$ cat src/tkd_pkg.sv
package tkd_pkg;

	localparam int KIND_W      = 4;
	localparam int CODE_W      = 16;
	localparam int TIMER_W     = 16;
	localparam int SEQ_W       = 5;
	localparam int UVAL_W      = 21;
	localparam int CFG_INDEX_W = 2;
	localparam int CFG_DATA_W  = 16;
	localparam int RES_SLOTS   = 3;

	localparam logic [TIMER_W-1:0] TIMEOUT_RESET   = 16'd50;
	localparam logic [SEQ_W-1:0]   SEQ_LIMIT_RESET = 5'd16;

	localparam logic [CFG_INDEX_W-1:0] CFG_ESCAPE_TIMEOUT = 2'd0;
	localparam logic [CFG_INDEX_W-1:0] CFG_SEQUENCE_LIMIT = 2'd1;

	localparam logic OP_BYTE = 1'b0;
	localparam logic OP_TICK = 1'b1;

	localparam logic [7:0] CH_ETX       = 8'h03;
	localparam logic [7:0] CH_BS        = 8'h08;
	localparam logic [7:0] CH_LF        = 8'h0a;
	localparam logic [7:0] CH_CR        = 8'h0d;
	localparam logic [7:0] CH_ESC       = 8'h1b;
	localparam logic [7:0] CH_SPACE     = 8'h20;
	localparam logic [7:0] CH_LBRACKET  = 8'h5b;
	localparam logic [7:0] CH_DEL       = 8'h7f;
	localparam logic [7:0] CH_UP        = 8'h41;
	localparam logic [7:0] CH_DOWN      = 8'h42;
	localparam logic [7:0] CH_RIGHT     = 8'h43;
	localparam logic [7:0] CH_LEFT      = 8'h44;
	localparam logic [7:0] CSI_FINAL_LO = 8'h40;
	localparam logic [7:0] CSI_FINAL_HI = 8'h7e;

	localparam logic [CODE_W-1:0] CODE_REPLACEMENT = 16'hfffd;

	typedef struct packed {
		logic       opcode;
		logic [7:0] data_byte;
	} tkd_in_t;

	typedef struct packed {
		logic [KIND_W-1:0] event_kind;
		logic [CODE_W-1:0] code_unit;
		logic              last_of_run;
	} tkd_out_t;

	typedef enum logic [KIND_W-1:0] {
		EV_UP        = 4'd0,
		EV_DOWN      = 4'd1,
		EV_ENTER     = 4'd2,
		EV_BACK      = 4'd3,
		EV_BACKSPACE = 4'd4,
		EV_CHAR      = 4'd5,
		EV_DETACH    = 4'd6,
		EV_LINES     = 4'd7,
		EV_LINEBYTE  = 4'd8
	} tkd_event_t;

	typedef enum logic [1:0] {
		MODE_UNDECIDED = 2'd0,
		MODE_KEYS      = 2'd1,
		MODE_LINES     = 2'd2,
		MODE_CLOSED    = 2'd3
	} tkd_mode_t;

	typedef enum logic [1:0] {
		PH_IDLE = 2'd0,
		PH_ESC  = 2'd1,
		PH_CSI  = 2'd2
	} tkd_phase_t;

	typedef enum logic [2:0] {
		ST_IDLE   = 3'd0,
		ST_ENTRY  = 3'd1,
		ST_DRAIN  = 3'd2,
		ST_KEY    = 3'd3,
		ST_FINISH = 3'd4
	} tkd_state_t;

	typedef struct packed {
		logic load;
		logic entry;
		logic key_step;
		logic drain;
		logic finish;
	} tkd_cmd_t;

	typedef struct packed {
		logic buf_empty;
		logic key_active;
		logic hold_valid;
		logic out_free;
	} tkd_status_t;

	// Characters of the announcement "lines\r\n".
	function automatic logic [7:0] announce_char(input logic [2:0] idx);
		logic [7:0] c;
		case (idx)
			3'd0:    c = 8'h6c;
			3'd1:    c = 8'h69;
			3'd2:    c = 8'h6e;
			3'd3:    c = 8'h65;
			3'd4:    c = 8'h73;
			3'd5:    c = CH_CR;
			default: c = CH_LF;
		endcase
		return c;
	endfunction

endpackage

$ cat src/tkd_ctrl.sv
module tkd_ctrl (
	input  logic                 clk,
	input  logic                 arst_n,
	input  logic                 byte_valid,
	output logic                 byte_ready,
	input  tkd_pkg::tkd_status_t status,
	output tkd_pkg::tkd_cmd_t    cmd
);
	import tkd_pkg::*;

	tkd_state_t state_q;
	tkd_state_t state_next;

	always_ff @(posedge clk or negedge arst_n) begin
		if (!arst_n) begin
			state_q <= ST_IDLE;
		end else begin
			state_q <= state_next;
		end
	end

	always_comb begin
		state_next = state_q;
		case (state_q)
			ST_IDLE: begin
				if (byte_valid) state_next = ST_ENTRY;
			end
			ST_ENTRY: begin
				state_next = ST_DRAIN;
			end
			ST_DRAIN: begin
				if (status.buf_empty) state_next = status.key_active ? ST_KEY : ST_FINISH;
			end
			ST_KEY: begin
				state_next = ST_DRAIN;
			end
			ST_FINISH: begin
				if (!status.hold_valid || status.out_free) state_next = ST_IDLE;
			end
			default: begin
				state_next = ST_IDLE;
			end
		endcase
	end

	always_comb begin
		cmd        = '0;
		byte_ready = 1'b0;
		case (state_q)
			ST_IDLE: begin
				byte_ready = 1'b1;
				cmd.load   = byte_valid;
			end
			ST_ENTRY:  cmd.entry    = 1'b1;
			ST_DRAIN:  cmd.drain    = 1'b1;
			ST_KEY:    cmd.key_step = 1'b1;
			ST_FINISH: cmd.finish   = 1'b1;
			default:   cmd          = '0;
		endcase
	end

endmodule

$ cat src/tkd_datapath.sv
module tkd_datapath (
	input  logic                                  clk,
	input  logic                                  arst_n,
	input  tkd_pkg::tkd_cmd_t                     cmd,
	output tkd_pkg::tkd_status_t                  status,
	input  tkd_pkg::tkd_in_t                      byte_item,
	input  logic                                  cfg_valid,
	output logic                                  cfg_ready,
	input  logic [tkd_pkg::CFG_INDEX_W-1:0]       cfg_index,
	input  logic [tkd_pkg::CFG_DATA_W-1:0]        cfg_data,
	output logic                                  event_valid,
	input  logic                                  event_ready,
	output tkd_pkg::tkd_out_t                     event_item
);
	import tkd_pkg::*;

	// Configuration registers.
	logic [TIMER_W-1:0] timeout_q;
	logic [SEQ_W-1:0]   limit_q;

	// Captured input item.
	logic       op_q;
	logic [7:0] byte_q;

	// Decoder state.
	tkd_mode_t          mode_q, n_mode;
	logic [2:0]         matched_q, n_matched;
	tkd_phase_t         phase_q, n_phase;
	logic [SEQ_W-1:0]   seq_q, n_seq;
	logic               skip_q, n_skip;
	logic [UVAL_W-1:0]  uval_q, n_uval;
	logic [1:0]         urem_q, n_urem;
	logic [TIMER_W-1:0] timer_q, n_timer;
	logic               run_q, n_run;

	// Replay sequencing: k_q held bytes, then the captured byte.
	logic [2:0] k_q, n_k;
	logic [2:0] idx_q, n_idx;
	logic       kact_q, n_kact;

	// Results of one decode step.
	logic [KIND_W-1:0] res_kind [RES_SLOTS];
	logic [CODE_W-1:0] res_code [RES_SLOTS];
	logic [1:0]        res_n;

	logic [KIND_W-1:0] buf_kind_q [RES_SLOTS];
	logic [CODE_W-1:0] buf_code_q [RES_SLOTS];
	logic [1:0]        buf_cnt_q;
	logic [1:0]        buf_rd_q;

	logic              hold_v_q;
	logic [KIND_W-1:0] hold_kind_q;
	logic [CODE_W-1:0] hold_code_q;

	logic     out_v_q;
	tkd_out_t out_q;

	// Combinational temporaries.
	logic [7:0]         kb;
	logic [TIMER_W-1:0] timer_inc;
	logic [SEQ_W:0]     seq_next;
	logic               general;
	logic               lead_ok;
	logic [7:0]         lo, hi;
	logic [UVAL_W-1:0]  cp, cpv;

	logic buf_has, out_free, move, push;

	always_comb begin
		n_mode    = mode_q;
		n_matched = matched_q;
		n_phase   = phase_q;
		n_seq     = seq_q;
		n_skip    = skip_q;
		n_uval    = uval_q;
		n_urem    = urem_q;
		n_timer   = timer_q;
		n_run     = run_q;
		n_k       = k_q;
		n_idx     = idx_q;
		n_kact    = kact_q;
		res_n     = 2'd0;
		for (int i = 0; i < RES_SLOTS; i++) begin
			res_kind[i] = EV_UP;
			res_code[i] = '0;
		end
		kb        = (idx_q != k_q) ? announce_char(idx_q) : byte_q;
		timer_inc = timer_q;
		seq_next  = {1'b0, seq_q} + 6'd1;
		general   = 1'b0;
		lead_ok   = 1'b1;
		lo        = 8'h80;
		hi        = 8'hbf;
		cp        = {uval_q[UVAL_W-7:0], kb[5:0]};
		cpv       = cp - 21'h10000;

		if (cmd.entry) begin
			if (op_q == OP_TICK) begin
				if (mode_q == MODE_KEYS && run_q) begin
					timer_inc = (timer_q != '1) ? timer_q + 16'd1 : timer_q;
					if (timer_inc >= timeout_q) begin
						n_run   = 1'b0;
						n_timer = '0;
						if (phase_q == PH_ESC) begin
							n_phase         = PH_IDLE;
							n_seq           = '0;
							res_kind[res_n] = EV_BACK;
							res_n           = res_n + 2'd1;
						end
					end else begin
						n_timer = timer_inc;
					end
				end
			end else begin
				case (mode_q)
					MODE_UNDECIDED: begin
						if (byte_q == CH_LF && (matched_q == 3'd5 || matched_q == 3'd6)) begin
							n_mode          = MODE_LINES;
							n_matched       = '0;
							res_kind[res_n] = EV_LINES;
							res_n           = res_n + 2'd1;
						end else if (matched_q < 3'd6 && byte_q == announce_char(matched_q)) begin
							n_matched = matched_q + 3'd1;
						end else begin
							n_mode    = MODE_KEYS;
							n_matched = '0;
							n_k       = matched_q;
							n_idx     = '0;
							n_kact    = 1'b1;
						end
					end
					MODE_KEYS: begin
						n_k    = '0;
						n_idx  = '0;
						n_kact = 1'b1;
					end
					MODE_LINES: begin
						res_kind[res_n] = EV_LINEBYTE;
						res_code[res_n] = {8'd0, byte_q};
						res_n           = res_n + 2'd1;
					end
					default: begin
					end
				endcase
			end
		end else if (cmd.key_step) begin
			if (idx_q == k_q) n_kact = 1'b0;
			else n_idx = idx_q + 3'd1;

			if (mode_q == MODE_KEYS) begin
				if (phase_q == PH_CSI) begin
					if (kb >= CSI_FINAL_LO && kb <= CSI_FINAL_HI) begin
						n_phase = PH_IDLE;
						n_seq   = '0;
						case (kb)
							CH_UP: begin
								res_kind[res_n] = EV_UP;
								res_n           = res_n + 2'd1;
							end
							CH_DOWN: begin
								res_kind[res_n] = EV_DOWN;
								res_n           = res_n + 2'd1;
							end
							CH_RIGHT: begin
								res_kind[res_n] = EV_ENTER;
								res_n           = res_n + 2'd1;
							end
							CH_LEFT: begin
								res_kind[res_n] = EV_BACK;
								res_n           = res_n + 2'd1;
							end
							default: begin
							end
						endcase
					end else if (seq_next > {1'b0, limit_q}) begin
						n_phase = PH_IDLE;
						n_seq   = '0;
					end else begin
						n_seq = seq_next[SEQ_W-1:0];
					end
				end else begin
					general = 1'b1;
					if (phase_q == PH_ESC) begin
						n_run   = 1'b0;
						n_timer = '0;
						if (kb == CH_LBRACKET) begin
							general = 1'b0;
							if (limit_q < 5'd2) begin
								n_phase = PH_IDLE;
								n_seq   = '0;
							end else begin
								n_phase = PH_CSI;
								n_seq   = 5'd2;
							end
						end else begin
							n_phase         = PH_IDLE;
							n_seq           = '0;
							res_kind[res_n] = EV_BACK;
							res_n           = res_n + 2'd1;
						end
					end
				end

				if (general) begin
					if (kb != CH_LF) n_skip = 1'b0;
					if (kb == CH_ESC) begin
						n_phase = PH_ESC;
						n_seq   = 5'd1;
						n_timer = '0;
						n_run   = 1'b1;
					end else if (kb == CH_CR) begin
						n_skip          = 1'b1;
						res_kind[res_n] = EV_ENTER;
						res_n           = res_n + 2'd1;
					end else if (kb == CH_LF) begin
						if (!skip_q) begin
							res_kind[res_n] = EV_ENTER;
							res_n           = res_n + 2'd1;
						end
						n_skip = 1'b0;
					end else if (kb == CH_DEL || kb == CH_BS) begin
						res_kind[res_n] = EV_BACKSPACE;
						res_n           = res_n + 2'd1;
					end else if (kb == CH_ETX) begin
						res_kind[res_n] = EV_DETACH;
						res_n           = res_n + 2'd1;
						n_mode          = MODE_CLOSED;
						n_phase         = PH_IDLE;
						n_seq           = '0;
						n_timer         = '0;
						n_run           = 1'b0;
					end else if (kb >= CH_SPACE) begin
						if (urem_q != 2'd0) begin
							if (urem_q == 2'd2 && uval_q < 21'h10) begin
								if (uval_q == 21'h0) lo = 8'ha0;
								if (uval_q == 21'hd) hi = 8'h9f;
							end else if (urem_q == 2'd3) begin
								if (uval_q == 21'h0) lo = 8'h90;
								if (uval_q == 21'h4) hi = 8'h8f;
							end
							if (kb >= lo && kb <= hi) begin
								lead_ok = 1'b0;
								n_urem  = urem_q - 2'd1;
								if (urem_q == 2'd1) begin
									n_uval = '0;
									if (cp[UVAL_W-1:16] != '0) begin
										res_kind[res_n] = EV_CHAR;
										res_code[res_n] = 16'hd800 | {6'd0, cpv[19:10]};
										res_n           = res_n + 2'd1;
										res_kind[res_n] = EV_CHAR;
										res_code[res_n] = 16'hdc00 | {6'd0, cpv[9:0]};
										res_n           = res_n + 2'd1;
									end else begin
										res_kind[res_n] = EV_CHAR;
										res_code[res_n] = cp[15:0];
										res_n           = res_n + 2'd1;
									end
								end else begin
									n_uval = cp;
								end
							end else begin
								res_kind[res_n] = EV_CHAR;
								res_code[res_n] = CODE_REPLACEMENT;
								res_n           = res_n + 2'd1;
								n_urem          = '0;
								n_uval          = '0;
							end
						end
						if (lead_ok) begin
							if (kb < 8'h80) begin
								res_kind[res_n] = EV_CHAR;
								res_code[res_n] = {8'd0, kb};
								res_n           = res_n + 2'd1;
							end else if (kb >= 8'hc2 && kb <= 8'hdf) begin
								n_uval = {16'd0, kb[4:0]};
								n_urem = 2'd1;
							end else if (kb >= 8'he0 && kb <= 8'hef) begin
								n_uval = {17'd0, kb[3:0]};
								n_urem = 2'd2;
							end else if (kb >= 8'hf0 && kb <= 8'hf4) begin
								n_uval = {18'd0, kb[2:0]};
								n_urem = 2'd3;
							end else begin
								res_kind[res_n] = EV_CHAR;
								res_code[res_n] = CODE_REPLACEMENT;
								res_n           = res_n + 2'd1;
							end
						end
					end
				end
			end
		end
	end

	assign buf_has  = buf_rd_q != buf_cnt_q;
	assign out_free = !out_v_q || event_ready;
	assign move     = cmd.drain && buf_has && (!hold_v_q || out_free);
	assign push     = hold_v_q && out_free && ((cmd.drain && buf_has) || cmd.finish);

	always_ff @(posedge clk or negedge arst_n) begin
		if (!arst_n) begin
			timeout_q <= TIMEOUT_RESET;
			limit_q   <= SEQ_LIMIT_RESET;
			mode_q    <= MODE_UNDECIDED;
			matched_q <= '0;
			phase_q   <= PH_IDLE;
			seq_q     <= '0;
			skip_q    <= 1'b0;
			uval_q    <= '0;
			urem_q    <= '0;
			timer_q   <= '0;
			run_q     <= 1'b0;
			k_q       <= '0;
			idx_q     <= '0;
			kact_q    <= 1'b0;
			buf_cnt_q <= '0;
			buf_rd_q  <= '0;
			hold_v_q  <= 1'b0;
			out_v_q   <= 1'b0;
		end else begin
			if (cfg_valid) begin
				case (cfg_index)
					CFG_ESCAPE_TIMEOUT: timeout_q <= cfg_data[TIMER_W-1:0];
					CFG_SEQUENCE_LIMIT: limit_q   <= cfg_data[SEQ_W-1:0];
					default: begin
					end
				endcase
			end
			mode_q    <= n_mode;
			matched_q <= n_matched;
			phase_q   <= n_phase;
			seq_q     <= n_seq;
			skip_q    <= n_skip;
			uval_q    <= n_uval;
			urem_q    <= n_urem;
			timer_q   <= n_timer;
			run_q     <= n_run;
			k_q       <= n_k;
			idx_q     <= n_idx;
			kact_q    <= n_kact;
			if (cmd.entry || cmd.key_step) begin
				buf_cnt_q <= res_n;
				buf_rd_q  <= '0;
			end else if (move) begin
				buf_rd_q <= buf_rd_q + 2'd1;
			end
			if (move) hold_v_q <= 1'b1;
			else if (push) hold_v_q <= 1'b0;
			if (push) out_v_q <= 1'b1;
			else if (event_ready) out_v_q <= 1'b0;
		end
	end

	always_ff @(posedge clk) begin
		if (cmd.load) begin
			op_q   <= byte_item.opcode;
			byte_q <= byte_item.data_byte;
		end
		if (cmd.entry || cmd.key_step) begin
			buf_kind_q <= res_kind;
			buf_code_q <= res_code;
		end
		if (move) begin
			hold_kind_q <= buf_kind_q[buf_rd_q];
			hold_code_q <= buf_code_q[buf_rd_q];
		end
		if (push) begin
			out_q.event_kind  <= hold_kind_q;
			out_q.code_unit   <= hold_code_q;
			out_q.last_of_run <= cmd.finish;
		end
	end

	assign status.buf_empty  = !buf_has;
	assign status.key_active = kact_q;
	assign status.hold_valid = hold_v_q;
	assign status.out_free   = out_free;

	assign cfg_ready   = 1'b1;
	assign event_valid = out_v_q;
	assign event_item  = out_q;

endmodule

$ cat src/terminal_key_decoder_unit.sv
// Terminal key decoder: turns received terminal bytes and time ticks into menu events.
// Input requests arrive on byte_valid/byte_ready with byte_item (opcode 0 for a byte,
// 1 for a tick); events leave on event_valid/event_ready with event_item, and the
// last event caused by a request carries last_of_run. A request that causes no event
// produces nothing on the output channel.
// The configuration channel (cfg_valid/cfg_ready, cfg_index, cfg_data) is always
// ready; index 0 sets the escape timeout in ticks, index 1 the sequence limit.
// Each request passes through an entry step, a drain of its events and a final flush,
// plus a key step for every byte that goes through the key decoder; a failed announcement
// replays up to six held bytes before the current one. The controller visits each replayed
// byte in turn and drains its events one a cycle while the output stage can take them.
// Reset returns the session to the undecided mode and loads the register defaults
// (timeout 50 ticks, limit 16 bytes). When the receiver stalls, the last event sits
// in the output register and the next one in a hold register, and the controller
// waits; a new request is still accepted while the final event awaits collection.
module terminal_key_decoder_unit (
	input  logic                            clk,
	input  logic                            arst_n,
	input  logic                            byte_valid,
	output logic                            byte_ready,
	input  tkd_pkg::tkd_in_t                byte_item,
	output logic                            event_valid,
	input  logic                            event_ready,
	output tkd_pkg::tkd_out_t               event_item,
	input  logic                            cfg_valid,
	output logic                            cfg_ready,
	input  logic [tkd_pkg::CFG_INDEX_W-1:0] cfg_index,
	input  logic [tkd_pkg::CFG_DATA_W-1:0]  cfg_data
);
	import tkd_pkg::*;

	tkd_cmd_t    cmd;
	tkd_status_t status;

	// The controller sequences each request: entry step, buffer drain, key decode steps
	// for each key-mode byte and replayed byte, and a final flush that marks the run end.
	tkd_ctrl u_ctrl (
		.clk        (clk),
		.arst_n     (arst_n),
		.byte_valid (byte_valid),
		.byte_ready (byte_ready),
		.status     (status),
		.cmd        (cmd)
	);

	// The datapath holds the session state, the decode logic and the output stage.
	tkd_datapath u_datapath (
		.clk         (clk),
		.arst_n      (arst_n),
		.cmd         (cmd),
		.status      (status),
		.byte_item   (byte_item),
		.cfg_valid   (cfg_valid),
		.cfg_ready   (cfg_ready),
		.cfg_index   (cfg_index),
		.cfg_data    (cfg_data),
		.event_valid (event_valid),
		.event_ready (event_ready),
		.event_item  (event_item)
	);

endmodule

$ cat config.mk
export PLATFORM = sky130hd
export DESIGN_NAME = terminal_key_decoder_unit
export DESIGN_NICKNAME = d
export VERILOG_FILES = /design/src/tkd_pkg.sv /design/src/tkd_ctrl.sv /design/src/tkd_datapath.sv /design/src/terminal_key_decoder_unit.sv
export SDC_FILE = /design/constraint.sdc
export NUM_CORES = 1
export LEC_CHECK = 0
export BUFFER_PORTS_ARGS = -buffer_cell sky130_fd_sc_hd__buf_2
export CORE_MARGIN = 2
export CORE_UTILIZATION = 55
export DETAILED_ROUTE_END_ITERATION = 10
export HOLD_SLACK_MARGIN = 0.05
export PLACE_DENSITY_LB_ADDON = 0.08
export SLEW_MARGIN = 20
export SYNTH_ARGS = -nofsm -noshare
export SYNTH_HDL_FRONTEND = slang
export SYNTH_HIERARCHICAL = 1
export SYNTH_SLANG_ARGS = --single-unit
$ cat constraint.sdc
create_clock -name clk -period 10.4 [get_ports clk]
set_input_delay 1.04 -clock clk [delete_from_list [all_inputs] [get_ports clk]]
set_output_delay 1.04 -clock clk [all_outputs]
set_load 0.05 [all_outputs]
; After elaboration in Yosys (flattened, before gate mapping)
; Index checks and enable logic that the tools add are counted.
[word_totals]
reg_bits = 200
latchBits = 0
ramBits = 0
romBits = 0
inputBits = 32
out_inout_bits = 24
n_memories = 0
[classes]
add_sub_neg = 10
mul = 0
n_div = 0
order_cmp = 24
eq_ne = 63
shifts = 0
muxes = 329
bitwise_logic = 38
reduce_logical = 58
[op_table]
columns = op, count
row1 = 48-bit two-way mux, 28
row2 = 16-bit two-way mux, 22
row3 = 12-bit two-way mux, 29
row4 = 8-bit two-way mux, 32
row5 = 2-bit two-way mux, 84
row6 = 21-bit two-way mux, 8
row7 = 48-bit AND, 2
row8 = 48-bit bitwise mux, 2
row9 = 16-bit demux with 2-bit select, 3
row10 = 5-bit two-way mux, 18
row11 = 7-bit one-hot mux with 6 select lines, 2
row12 = 4-bit two-way mux, 15
row13 = 1-bit two-way mux, 56
row14 = "8-bit by 7-bit equality test with 1-bit output, second input constant", 6
row15 = 3-bit two-way mux, 15
row16 = 45-bit bitwise OR, 1
row17 = 16-bit binary-select mux with 2-bit select, 1
row18 = "8-bit by 4-bit equality test with 1-bit output, second input constant", 4
row19 = 6-bit AND, 4
row20 = 4-bit demux with 2-bit select, 3
row21 = "8-bit >= comparator, second input constant", 3
row22 = "8-bit less-or-equal comparator, second input constant", 3
row23 = 6-bit inverter, 4
row24 = 6-bit bitwise OR, 4
row25 = 71 further kinds, 173

; Logic depth before layout (Yosys ltp)
; Gate-level depths: netlist (run 1).
[logic_depth]
word_depth = 51
mapped_depth = 22

; By module
; The synthesis (run 1) kept the hierarchy.
[by_module_without_submodules]
columns = module, instances, cells_each, area_per_inst_um2, seq_area_each_um2
row1 = tkd_datapath, 1, 1127, 11090.6, 5245.0
row2 = tkd_ctrl, 1, 22, 196.4, 75.1

; Worst setup path after synthesis (run 1)
; OpenSTA, ideal clock, no wires.
[synth_path]
path_type = reg-to-reg
from = reg u_datapath.uval_q[8]
to = reg u_datapath/buf_code_q[37] (netlist name), data pin
setup_time_ps = 261
arrival_time_ps = 4633
t_required_ps = 10139
slack_ps = 5506
path_stages_with_launch = 21
synth_period_minus_slack_ps = 4894
path_cell_list = dfrtp_1 -> clkbuf_1 -> nor4_1 -> nand3_1 -> or3_1 -> or4_1 -> or3_1 -> ha_1 -> nor4bb_1 -> a221oi_1 -> or4_1 -> buf_2 -> nor2_1 -> nor2_1 -> o22ai_1 -> ha_1 -> nand2_1 -> nand2_1 -> buf_2 -> nor4_1 -> a221o_1
[synth_rtl]
columns = element, line
row1 = "start, declared", tkd_datapath.sv:31  ; logic [UVAL_W-1:0] uval_q, n_uval;
row2 = "start signal, assigned", tkd_datapath.sv:334  ; uval_q <= n_uval;
row3 = "end signal, assigned", tkd_datapath.sv:361  ; buf_code_q <= res_code;
row4 = "end, declared", tkd_datapath.sv:47  ; logic [CODE_W-1:0] buf_code_q [RES_SLOTS];

==> impl_metrics.json, run 1 <==
{
  "place.gp.congestion": 0.960,
  "setup_ws_ps": 4030,
  "slowest_stage": "or4_1",
  "diodes": 0,
  "track_usage_pct": 26.4,
  "fin_crit_sh_pct": 61.2,
  "worst_hold_slack_ps": 422,
  "start_util_pct": 56.0,
  "dp_hpwl_mm": 19.7,
  "synth_edf_count": 102,
  "max-slew-margin-rel_pct": 28.1,
  "cts.clk_slew.worst_paths_ps": 80,
  "rsz0062_at_grt": "no",
  "setup_tns_ps": 0,
  "syn-cell-area_mm2": 0.0113,
  "path_cells": "inv_1, ha_1, nand3b_1, or3_1, or4_1, or3_1, ha_1, nor4bb_1, a221oi_1, or4_1, nor2_1, nor2_1, o22ai_1, ha_1, nand2_1, nand2_1, nor4_1, a221o_1",
  "power.density_mw_per_mm2": 217,
  "yosysWarnings": 6,
  "final_nets": 1247,
  "drcViolationCount": 0,
  "cts_root_buf": "clkbuf_16",
  "dr.pass1.iters": 7,
  "layout_commonest_cell": "nand2_1",
  "syn_inst": 1149,
  "rows": 52,
  "min_period_ps": 6370,
  "clk_latency_ps": 440,
  "die_h_um": 147,
  "required_ps": 10590,
  "grt-ovfl-total": 0,
  "peakVddDrop_mv": 0.112,
  "dr.first_iter.drc_count": 888,
  "routed_wirelength_mm": 27.6,
  "design_area_mm2": 0.0123,
  "ant_nets": 0,
  "io_pins": 56,
  "worstSetupPathType": "flip-flop to flip-flop",
  "numPortBuffers": 54,
  "cpMostUsedCell": "ha_1",
  "finalSetupViolCount": 0,
  "status": "finished, final reports clean",
  "coreArea_mm2": 0.0202,
  "synth_seq_area_share_pct": 47.1,
  "cp.arrival_ps": 6550,
  "layoutNonFillerInstCount": 1451,
  "pre_cts_ws_ps": 4250,
  "cts_buffers": 17,
  "final_layout_size_suffix_gt1_share_pct": 12.7,
  "crit_path_max_fanout": 22,
  "cap_violations": 0,
  "grt_pass1_wl_mm": 45.3,
  "fin_skew_ps": 14.8,
  "synth_nets": 1228,
  "hold_buffers": 0,
  "cts_buffer_depth": 2,
  "place_area_mm2": 0.0117,
  "cts_sinks": 192,
  "dieArea_mm2": 0.0217,
  "final_max_slew_viol_count": 0,
  "synth_cell_types": 88,
  "ys_ff_latch": 192,
  "wl_per_cell_um": 19.0,
  "grt_pass1_vias": 8397,
  "cts_max_level": 4,
  "die_x_um": 147,
  "startpoint_type": "flip-flop",
  "cts_setup_buffers": 0,
  "ys.flop_type": "edfxtp_1",
  "async_flop_share_pct": 46.9,
  "cts_resized": 0,
  "antenna_found_initial": 0,
  "power_leakage_nw": 4.81,
  "finalHoldViolations": 0,
  "synth.avg_cell_area_um2": 9.82,
  "worst_setup_path_end_kind": "flip-flop",
  "cts_tree": "yes",
  "vias_per_cell": 6.11,
  "via_count": 8867,
  "grt_max_degree": 67,
  "timing.fmax_mhz": 157,
  "slowest_delay_ps": 840,
  "dp_cells": 1419,
  "tightest_slew_ps": 1060,
  "syn_to_final_growth_pct": 9.18,
  "holdCritPathClass": "flip-flop to flip-flop",
  "final_cell_mix": "nand2_1 (118), edfxtp_1 (102), o21ai_0 (101), a21oi_1 (89), dfrtp_1 (86)"
}
[power by group]
group          switching, W  internal [W]
sequential         0.000120       0.00100
clock              0.000351      0.000339
combinational      0.000583      0.000272
total               0.00105       0.00162
[layer usage]
| layer | wire (um) | up-vias | global-route usage, % |
|---|---|---|---|
| met5 | 0 | - | 0 |
| li1 | - | 4305 | - |
| met1 | 13200 | 4183 | 39.7 |
| met4 | 450 | 0 | 6.63 |
| met3 | 2060 | 38 | 5.84 |
| met2 | 11900 | 341 | 39.1 |
[logic make-up (layout without fill, tap and decap cells)]
kind of cell,after synthesis,in the layout,synth area share (%)
buffers and inverters,126,158,4.84
XOR/XNOR,29,29,2.32
multiplexers,34,34,3.18
AO/OA/AOI/OAI,348,348,20.2
other,1,1,0.0332
flip-flops,192,192,47.1
AND/OR/NAND/NOR,372,372,17.1
adder cells (fa/ha/maj),47,47,5.21
[area by class of cell]
class | instances | area (um2)
clock buffer | 17 | 425
clock inverter | 15 | 205
fill | 1733 | 7850
inverter | 59 | 224
multi-input combinational | 831 | 5440
sequential | 192 | 5320
tap | 270 | 338
timing repair buffer | 67 | 370
[sequential cells by signal (all words and copies together) (netlist names), 2 cells and up]
name                    cells
u_ctrl/state_q              3
u_datapath/buf_cnt_q        2
u_datapath/buf_code_q      44
u_datapath/buf_kind_q       8
u_datapath/buf_rd_q         2
u_datapath/byte_q           8
u_datapath/event_item      21
u_datapath/hold_code_q     16
u_datapath/hold_kind_q      4
u_datapath/idx_q            3
u_datapath/k_q              3
u_datapath/limit_q          5
u_datapath/matched_q        3
u_datapath/mode_q           2
u_datapath/phase_q          2
u_datapath/seq_q            5
u_datapath/timeout_q       16
u_datapath/timer_q         16
u_datapath/urem_q           2
u_datapath/uval_q          21
[worst max-delay path: cells and delay by family, from the launching register on]
kind | cells | cell delay [ps]
buffers and inverters | 1 | 120
AOI/OAI and AO/OA | 3 | 770
and+or+nand+nor | 11 | 4040
adders and majority gates | 3 | 770
DFF | 1 | 420
[metrics by stage]
| stage | util [%] | power (W) |
|---|---|---|
| floorplan | - | 0.00174 |
| global placement | 57.9 | 0.00196 |
| detailed placement | 58.0 | 0.00197 |
| CTS | 61.1 | 0.00267 |
| global route | 61.1 | 0.00282 |
| finish | 61.1 | 0.00267 |
[Yosys cell counts (all sizes together), types with 8 or more instances]
cell type	number	share of area, %
nand3	46	2.0
xnor2	23	1.8
o22ai	8	0.44
nand2	118	3.9
a22o	34	2.6
nor4	16	1.2
inv	57	1.9
mux2	15	1.5
nand4	13	0.72
a31oi	11	0.74
nor3	18	0.94
nor2	67	2.4
buf	29	1.6
a21oi	92	4.1
and2	9	0.50
nor2b	14	0.78
o211ai	8	0.53
o31ai	9	0.72
and3	14	0.78
ha	47	5.2
mux2i	19	1.7
a21o	12	0.80
nor3b	10	0.67
o21ai	108	4.8
edfxtp	102	27
dfrtp	86	19
nand2b	9	0.52
clkbuf	38	1.3
[path summary, 6_finish.rpt]
check	start	end	depth (start not counted)	slack [ps]
setup / recovery	u_datapath/uval_q[10]	u_datapath/buf_code_q[37]	18	4030
hold / removal	u_datapath/hold_code_q[1]	u_datapath/event_item[2]	0	420
setup reg to reg	u_datapath/uval_q[10]	u_datapath/buf_code_q[37]	18	4030
hold reg to reg	u_datapath/hold_code_q[1]	u_datapath/event_item[2]	0	420
max in group asynchronous	arst_n	u_datapath/uval_q[13]	2	8710
min in group asynchronous	arst_n	u_datapath/timeout_q[7]	1	500
Note: power is estimated with default switching activity, not from simulation.
==> run 2, diff against run 1 <==
==> constraint.sdc (replaced) <==
create_clock -name clk -period 5.2 [get_ports clk]
set_input_delay 0.52 -clock clk [delete_from_list [all_inputs] [get_ports clk]]
set_output_delay 0.52 -clock clk [all_outputs]
set_load 0.05 [all_outputs]
==> run 2 against run 1 <==
Net effect: sequential power up 96%; utilization up 1.0 points; routed wire length up 2.2%; critical path depth down 1; non-clock buffer count up 24; clock power up 97%.
==> impl_metrics.json, run 2 (same netlist as run 1, synthesis figures left out) <==
{
  "via_count": 8965,
  "cp.arrival_ps": 5230,
  "grt_pass1_wl_mm": 46.0,
  "tightest_slew_ps": 1080,
  "cts_setup_buffers": 0,
  "wl_per_cell_um": 19.1,
  "power_leakage_nw": 4.93,
  "crit_path_max_fanout": 7,
  "crit_buf_inv": 0,
  "place.gp.congestion": 1.00,
  "path_delay_family": "simple AND/OR/NAND/NOR gates",
  "cts_buffers": 17,
  "cts_root_buf": "clkbuf_16",
  "worstSetupPathType": "flip-flop to flip-flop",
  "hold_buffers": 0,
  "cts_sinks": 192,
  "startpoint_type": "flip-flop",
  "fillers": 1719,
  "finalHoldViolations": 0,
  "path_cells": "nor4_1, nand3_1, or3_1, or4_1, or3_1, ha_1, nor4bb_2, a221oi_1, or4_1, nor2_1, nor2_1, o22a_1, ha_1, nand2_1, nand3_1, or3_4, o22ai_1",
  "status": "finished, final reports clean",
  "cts_max_level": 4,
  "dieArea_mm2": 0.0217,
  "dr.pass1.iters": 5,
  "final_layout_size_suffix_gt1_share_pct": 15.2,
  "power.density_mw_per_mm2": 431,
  "grt-ovfl-total": 0,
  "cts.clk_slew.worst_paths_ps": 80,
  "final_cell_mix": "nand2_1 (117), edfxtp_1 (102), o21ai_0 (101), a21oi_1 (90), dfrtp_1 (85)",
  "largest_register_ffs": 44,
  "start_util_pct": 56.0,
  "cts_buffer_depth": 2,
  "required_ps": 5480,
  "peakVddDrop_mv": 0.277,
  "io_pins": 56,
  "place_area_mm2": 0.0119,
  "ant_nets": 0,
  "dp_hpwl_mm": 20.3,
  "clk_latency_ps": 440,
  "die_h_um": 147,
  "antenna_found_initial": 0,
  "grt_max_degree": 55,
  "coreArea_mm2": 0.0202,
  "drcViolationCount": 0,
  "grt_pass1_vias": 8407,
  "max-slew-margin-rel_pct": 27.8,
  "min_period_ps": 4950,
  "slowest_stage": "or4_1",
  "cap_violations": 0,
  "top_register": "u_datapath/buf_code_q",
  "reg2regPathDepth": 17,
  "worstSetupPathDepth": 17,
  "die_x_um": 147,
  "worst_setup_path_end_kind": "flip-flop",
  "fin_crit_sh_pct": 95.2,
  "holdCritPathClass": "input port to asynchronous set/reset pin",
  "rows": 52,
  "dr.first_iter.drc_count": 872,
  "cts_tree": "yes",
  "routed_wirelength_mm": 28.2,
  "numPortBuffers": 54,
  "vias_per_cell": 6.08,
  "timing.fmax_mhz": 202,
  "finalSetupViolCount": 0,
  "final_max_slew_viol_count": 0,
  "diodes": 0,
  "fin_skew_ps": 12.7,
  "slowest_delay_ps": 540,
  "setup_tns_ps": 0,
  "track_usage_pct": 26.8,
  "syn_to_final_growth_pct": 11.0,
  "design_area_mm2": 0.0125,
  "final_nets": 1271,
  "layout_commonest_cell": "nand2_1"
}
-- run 2: stage by stage --
step | utilization [%] | worst slack, ps | cells | hold slack (ps) | total power [W]
floorplan | - | 306 | 1149 | 224 | 0.00347
global placement | 58.8 | 351 | 1443 | 402 | 0.00401
detailed placement | 58.9 | 138 | 1443 | 405 | 0.00401
CTS | 61.9 | 122 | 1475 | 74.7 | 0.00538
global route | 62.1 | -42.2 | 1475 | 91.2 | 0.00569
finish | 62.1 | 251 | 1475 | 53.5 | 0.00540
-- run 2: area by class of cell --
type | instances | area, um2 | share of cell area, %
Clock buffer | 17 | 425 | 3.40
Timing Repair Buffer | 91 | 551 | 4.39
Multi-Input combinational cell | 831 | 5480 | 43.7
Sequential cell | 192 | 5320 | 42.5
Clock inverter | 15 | 195 | 1.56
Tap cell | 270 | 338 | 2.70
Inverter | 59 | 223 | 1.78
-- run 2: worst paths after layout --
check,startpoint,to,slack [ps]
worst max-delay path,u_datapath/uval_q[4],u_datapath/buf_code_q[20],250
worst min-delay path,arst_n,u_datapath/timeout_q[6],50
worst max register to register,u_datapath/uval_q[4],u_datapath/buf_code_q[20],250
worst min register to register,u_datapath/hold_code_q[2],u_datapath/event_item[3],420
max in group asynchronous,arst_n,u_datapath/uval_q[7],4000
min in group clk,byte_item[3],u_datapath/byte_q[3],250
-- run 2: worst reg2reg max path: stages, from the launching register on --
cell      delay [ps]
dfrtp_1          450
nor4_1           320
nand3_1          170
or3_1            350
or4_1            420
or3_1            320
ha_1             310
nor4bb_2         240
a221oi_1         170
or4_1            540
nor2_1           150
nor2_1            70
o22a_1           190
ha_1             220
nand2_1          130
nand3_1          150
or3_4            400
o22ai_1          180
-- run 2: what timing repair did --
item | in CTS | in global routing
hold endpoints to repair | 0 | 0
resized for setup | 0 | 9
endpoints found under the setup margin | 0 | 33
-- run 2: power breakdown --
| part | leakage [nW] | internal [W] | switching, W | total, W |
|---|---|---|---|---|
| Clock | 0.298 | 0.000666 | 0.000690 | 0.00136 |
| Sequential | 2.15 | 0.00201 | 0.000203 | 0.00221 |
| Combinational | 2.48 | 0.000595 | 0.00124 | 0.00184 |
| Total | 4.93 | 0.00327 | 0.00213 | 0.00540 |
-- run 2: metal layers --
metal | GRT usage [%] | share of wire, %
met5 | 0 | 0
met4 | 6.83 | 1.6
met1 | 40.4 | 48
met2 | 39.9 | 44
met3 | 5.50 | 6.8
==> run 3, diff against run 2 <==
--- a/config.mk
+++ b/config.mk
@@ -6,7 +6,6 @@
 export NUM_CORES = 1
 export LEC_CHECK = 0
 export BUFFER_PORTS_ARGS = -buffer_cell sky130_fd_sc_hd__buf_2
-export CORE_MARGIN = 2
 export CORE_UTILIZATION = 55
 export DETAILED_ROUTE_END_ITERATION = 10
 export HOLD_SLACK_MARGIN = 0.05
==> run 3 against run 2 <==
Net effect: die area down 2.7%; global-route usage up 0.32 points; clock power about the same; register-to-register slack worse by 60 ps; final cell count down 0.41%; utilization down 0.17 points; clock skew up 8.4 ps; worst setup slack worse by 59 ps; combinational power down 5%; routed wire length down 0.44%; power down 0.43%; critical path type unchanged; critical endpoint is now u_datapath/buf_code_q[22]; largest power group unchanged.
==> impl_metrics.json, run 3 (same netlist as run 1, synthesis figures left out) <==
{
  "status": "finished, final reports clean",
  "routed_wirelength_mm": 28.1,
  "fin_crit_sh_pct": 96.3,
  "cts_buffer_depth": 2,
  "tightest_slew_ps": 1040,
  "grt_pass1_vias": 8420,
  "via_count": 9128,
  "startpoint_type": "flip-flop",
  "cts.clk_slew.worst_paths_ps": 90,
  "fin_skew_ps": 21.1,
  "dr.pass1.iters": 5,
  "cts_tree": "yes",
  "coreArea_mm2": 0.0202,
  "final_layout_size_suffix_gt1_share_pct": 14.6,
  "slowest_delay_ps": 530,
  "path_cells": "nor4_2, nand3_1, or3_1, or4_1, or3_1, ha_1, nor4bb_1, a221oi_1, or4_4, nor2_1, nor2_1, o22a_1, ha_1, nand2_1, nand3_1, or3_4, o22ai_1",
  "holdCritPathClass": "input port to asynchronous set/reset pin",
  "grt_pass1_wl_mm": 45.1,
  "largest_register_ffs": 44,
  "place_area_mm2": 0.0118,
  "grt_util_met3_pct": 5.57,
  "worst_hold_slack_ps": 58.8,
  "total_power_w": 0.00538,
  "die_x_um": 145,
  "antenna_found_initial": 0,
  "wl_per_cell_um": 19.1,
  "vias_per_cell": 6.21,
  "utilization_pct": 61.9,
  "top_register": "u_datapath/buf_code_q",
  "dp_hpwl_mm": 20.0,
  "worstSetupPathType": "flip-flop to flip-flop",
  "final_cell_mix": "nand2_1 (118), edfxtp_1 (102), o21ai_0 (101), a21oi_1 (90), dfrtp_1 (85)",
  "peakVddDrop_mv": 0.241,
  "grt_max_degree": 55,
  "layoutNonFillerInstCount": 1469,
  "grt-ovfl-total": 0,
  "cts_max_level": 4,
  "dp_cells": 1437,
  "power_leakage_nw": 4.91,
  "cts_buffers": 17,
  "numPortBuffers": 54,
  "dr.first_iter.drc_count": 863,
  "cap_violations": 0,
  "io_pins": 56,
  "slowest_stage": "or4_4",
  "dieArea_mm2": 0.0211,
  "ant_nets": 0,
  "place.gp.congestion": 0.996,
  "syn_to_final_growth_pct": 10.7,
  "start_util_pct": 56.0,
  "design_area_mm2": 0.0125,
  "final_max_slew_viol_count": 0,
  "drcViolationCount": 0,
  "hold_buffers": 0,
  "clk_latency_ps": 450,
  "die_h_um": 145,
  "crit_path_max_fanout": 7,
  "rows": 52,
  "gr-usage-met2_pct": 39.7,
  "cp.arrival_ps": 5300,
  "max-slew-margin-rel_pct": 29.7,
  "diodes": 0,
  "finalHoldViolations": 0,
  "layout_commonest_cell": "nand2_1",
  "grtUsageMet1_pct": 40.4,
  "grt-busiest-layer": "met1",
  "final_nets": 1265,
  "required_ps": 5490,
  "min_period_ps": 5010,
  "finalSetupViolCount": 0,
  "timing.fmax_mhz": 200,
  "power.density_mw_per_mm2": 431,
  "cts_sinks": 192,
  "worst_setup_path_end_kind": "flip-flop",
  "cts_root_buf": "clkbuf_16",
  "track_usage_pct": 27.2
}
==> run 3: cell types whose count changed in the layout (fill, tap and decap cells not counted), sizes merged <==
cell and delta:
clkinv +1, clkinvlp -1, buf -6
==> run 3: critical path, delay by kind of cell (launching register included) <==
family / cells / cell delay, ps
compound gates: 3 / 590
fa+ha+maj: 2 / 540
flops: 1 / 470
simple gates: 12 / 3250
==> run 3: what timing repair did <==
action / 4_1_cts / 5_1_grt
resized for setup: 0 / 7
endpoints found under the setup margin: 0 / 28
buffers inserted: 0 / 0
==> run 3: worst paths after layout <==
path | slack (ps) | end | start | cells past startpoint
setup reg to reg | 190 | u_datapath/buf_code_q[22] | u_datapath/uval_q[7] | 17
max in group asynchronous | 4050 | u_datapath/uval_q[7] | arst_n | 2
hold reg to reg | 420 | u_datapath/event_item[9] | u_datapath/hold_code_q[8] | 0
min in group clk | 240 | u_datapath/byte_q[0] | byte_item[0] | 1
hold / removal | 60 | u_datapath/timeout_q[6] | arst_n | 1
setup / recovery | 190 | u_datapath/buf_code_q[22] | u_datapath/uval_q[7] | 17
==> run 3: layout make-up <==
class                           count  area (um2)
Fill cell                        1738        7670
Multi-Input combinational cell    831        5470
Sequential cell                   192        5320
Timing Repair Buffer               85         505
Clock buffer                       17         425
Tap cell                          270         338
Inverter                           59         224
Clock inverter                     15         210
==> run 3: layer usage <==
metal  wire, um  share of wire, %
met5          0                 0
met4        518               1.8
met3       2120               7.6
met2      12200                44
met1      13200                47
==> run 3: stage by stage <==
stage	setup TNS [ps]	setup slack [ps]
after detailed placement	0	185
after global placement	0	301
after floorplan	0	306
after global routing	-182	-39.6
final	0	192
after CTS	0	159
==> run 3: where the power goes <==
group	leakage [nW]	internal, W	switching (W)
Clock	0.307	0.000675	0.000706
Sequential	2.15	0.00201	0.000237
Combinational	2.45	0.000573	0.00118
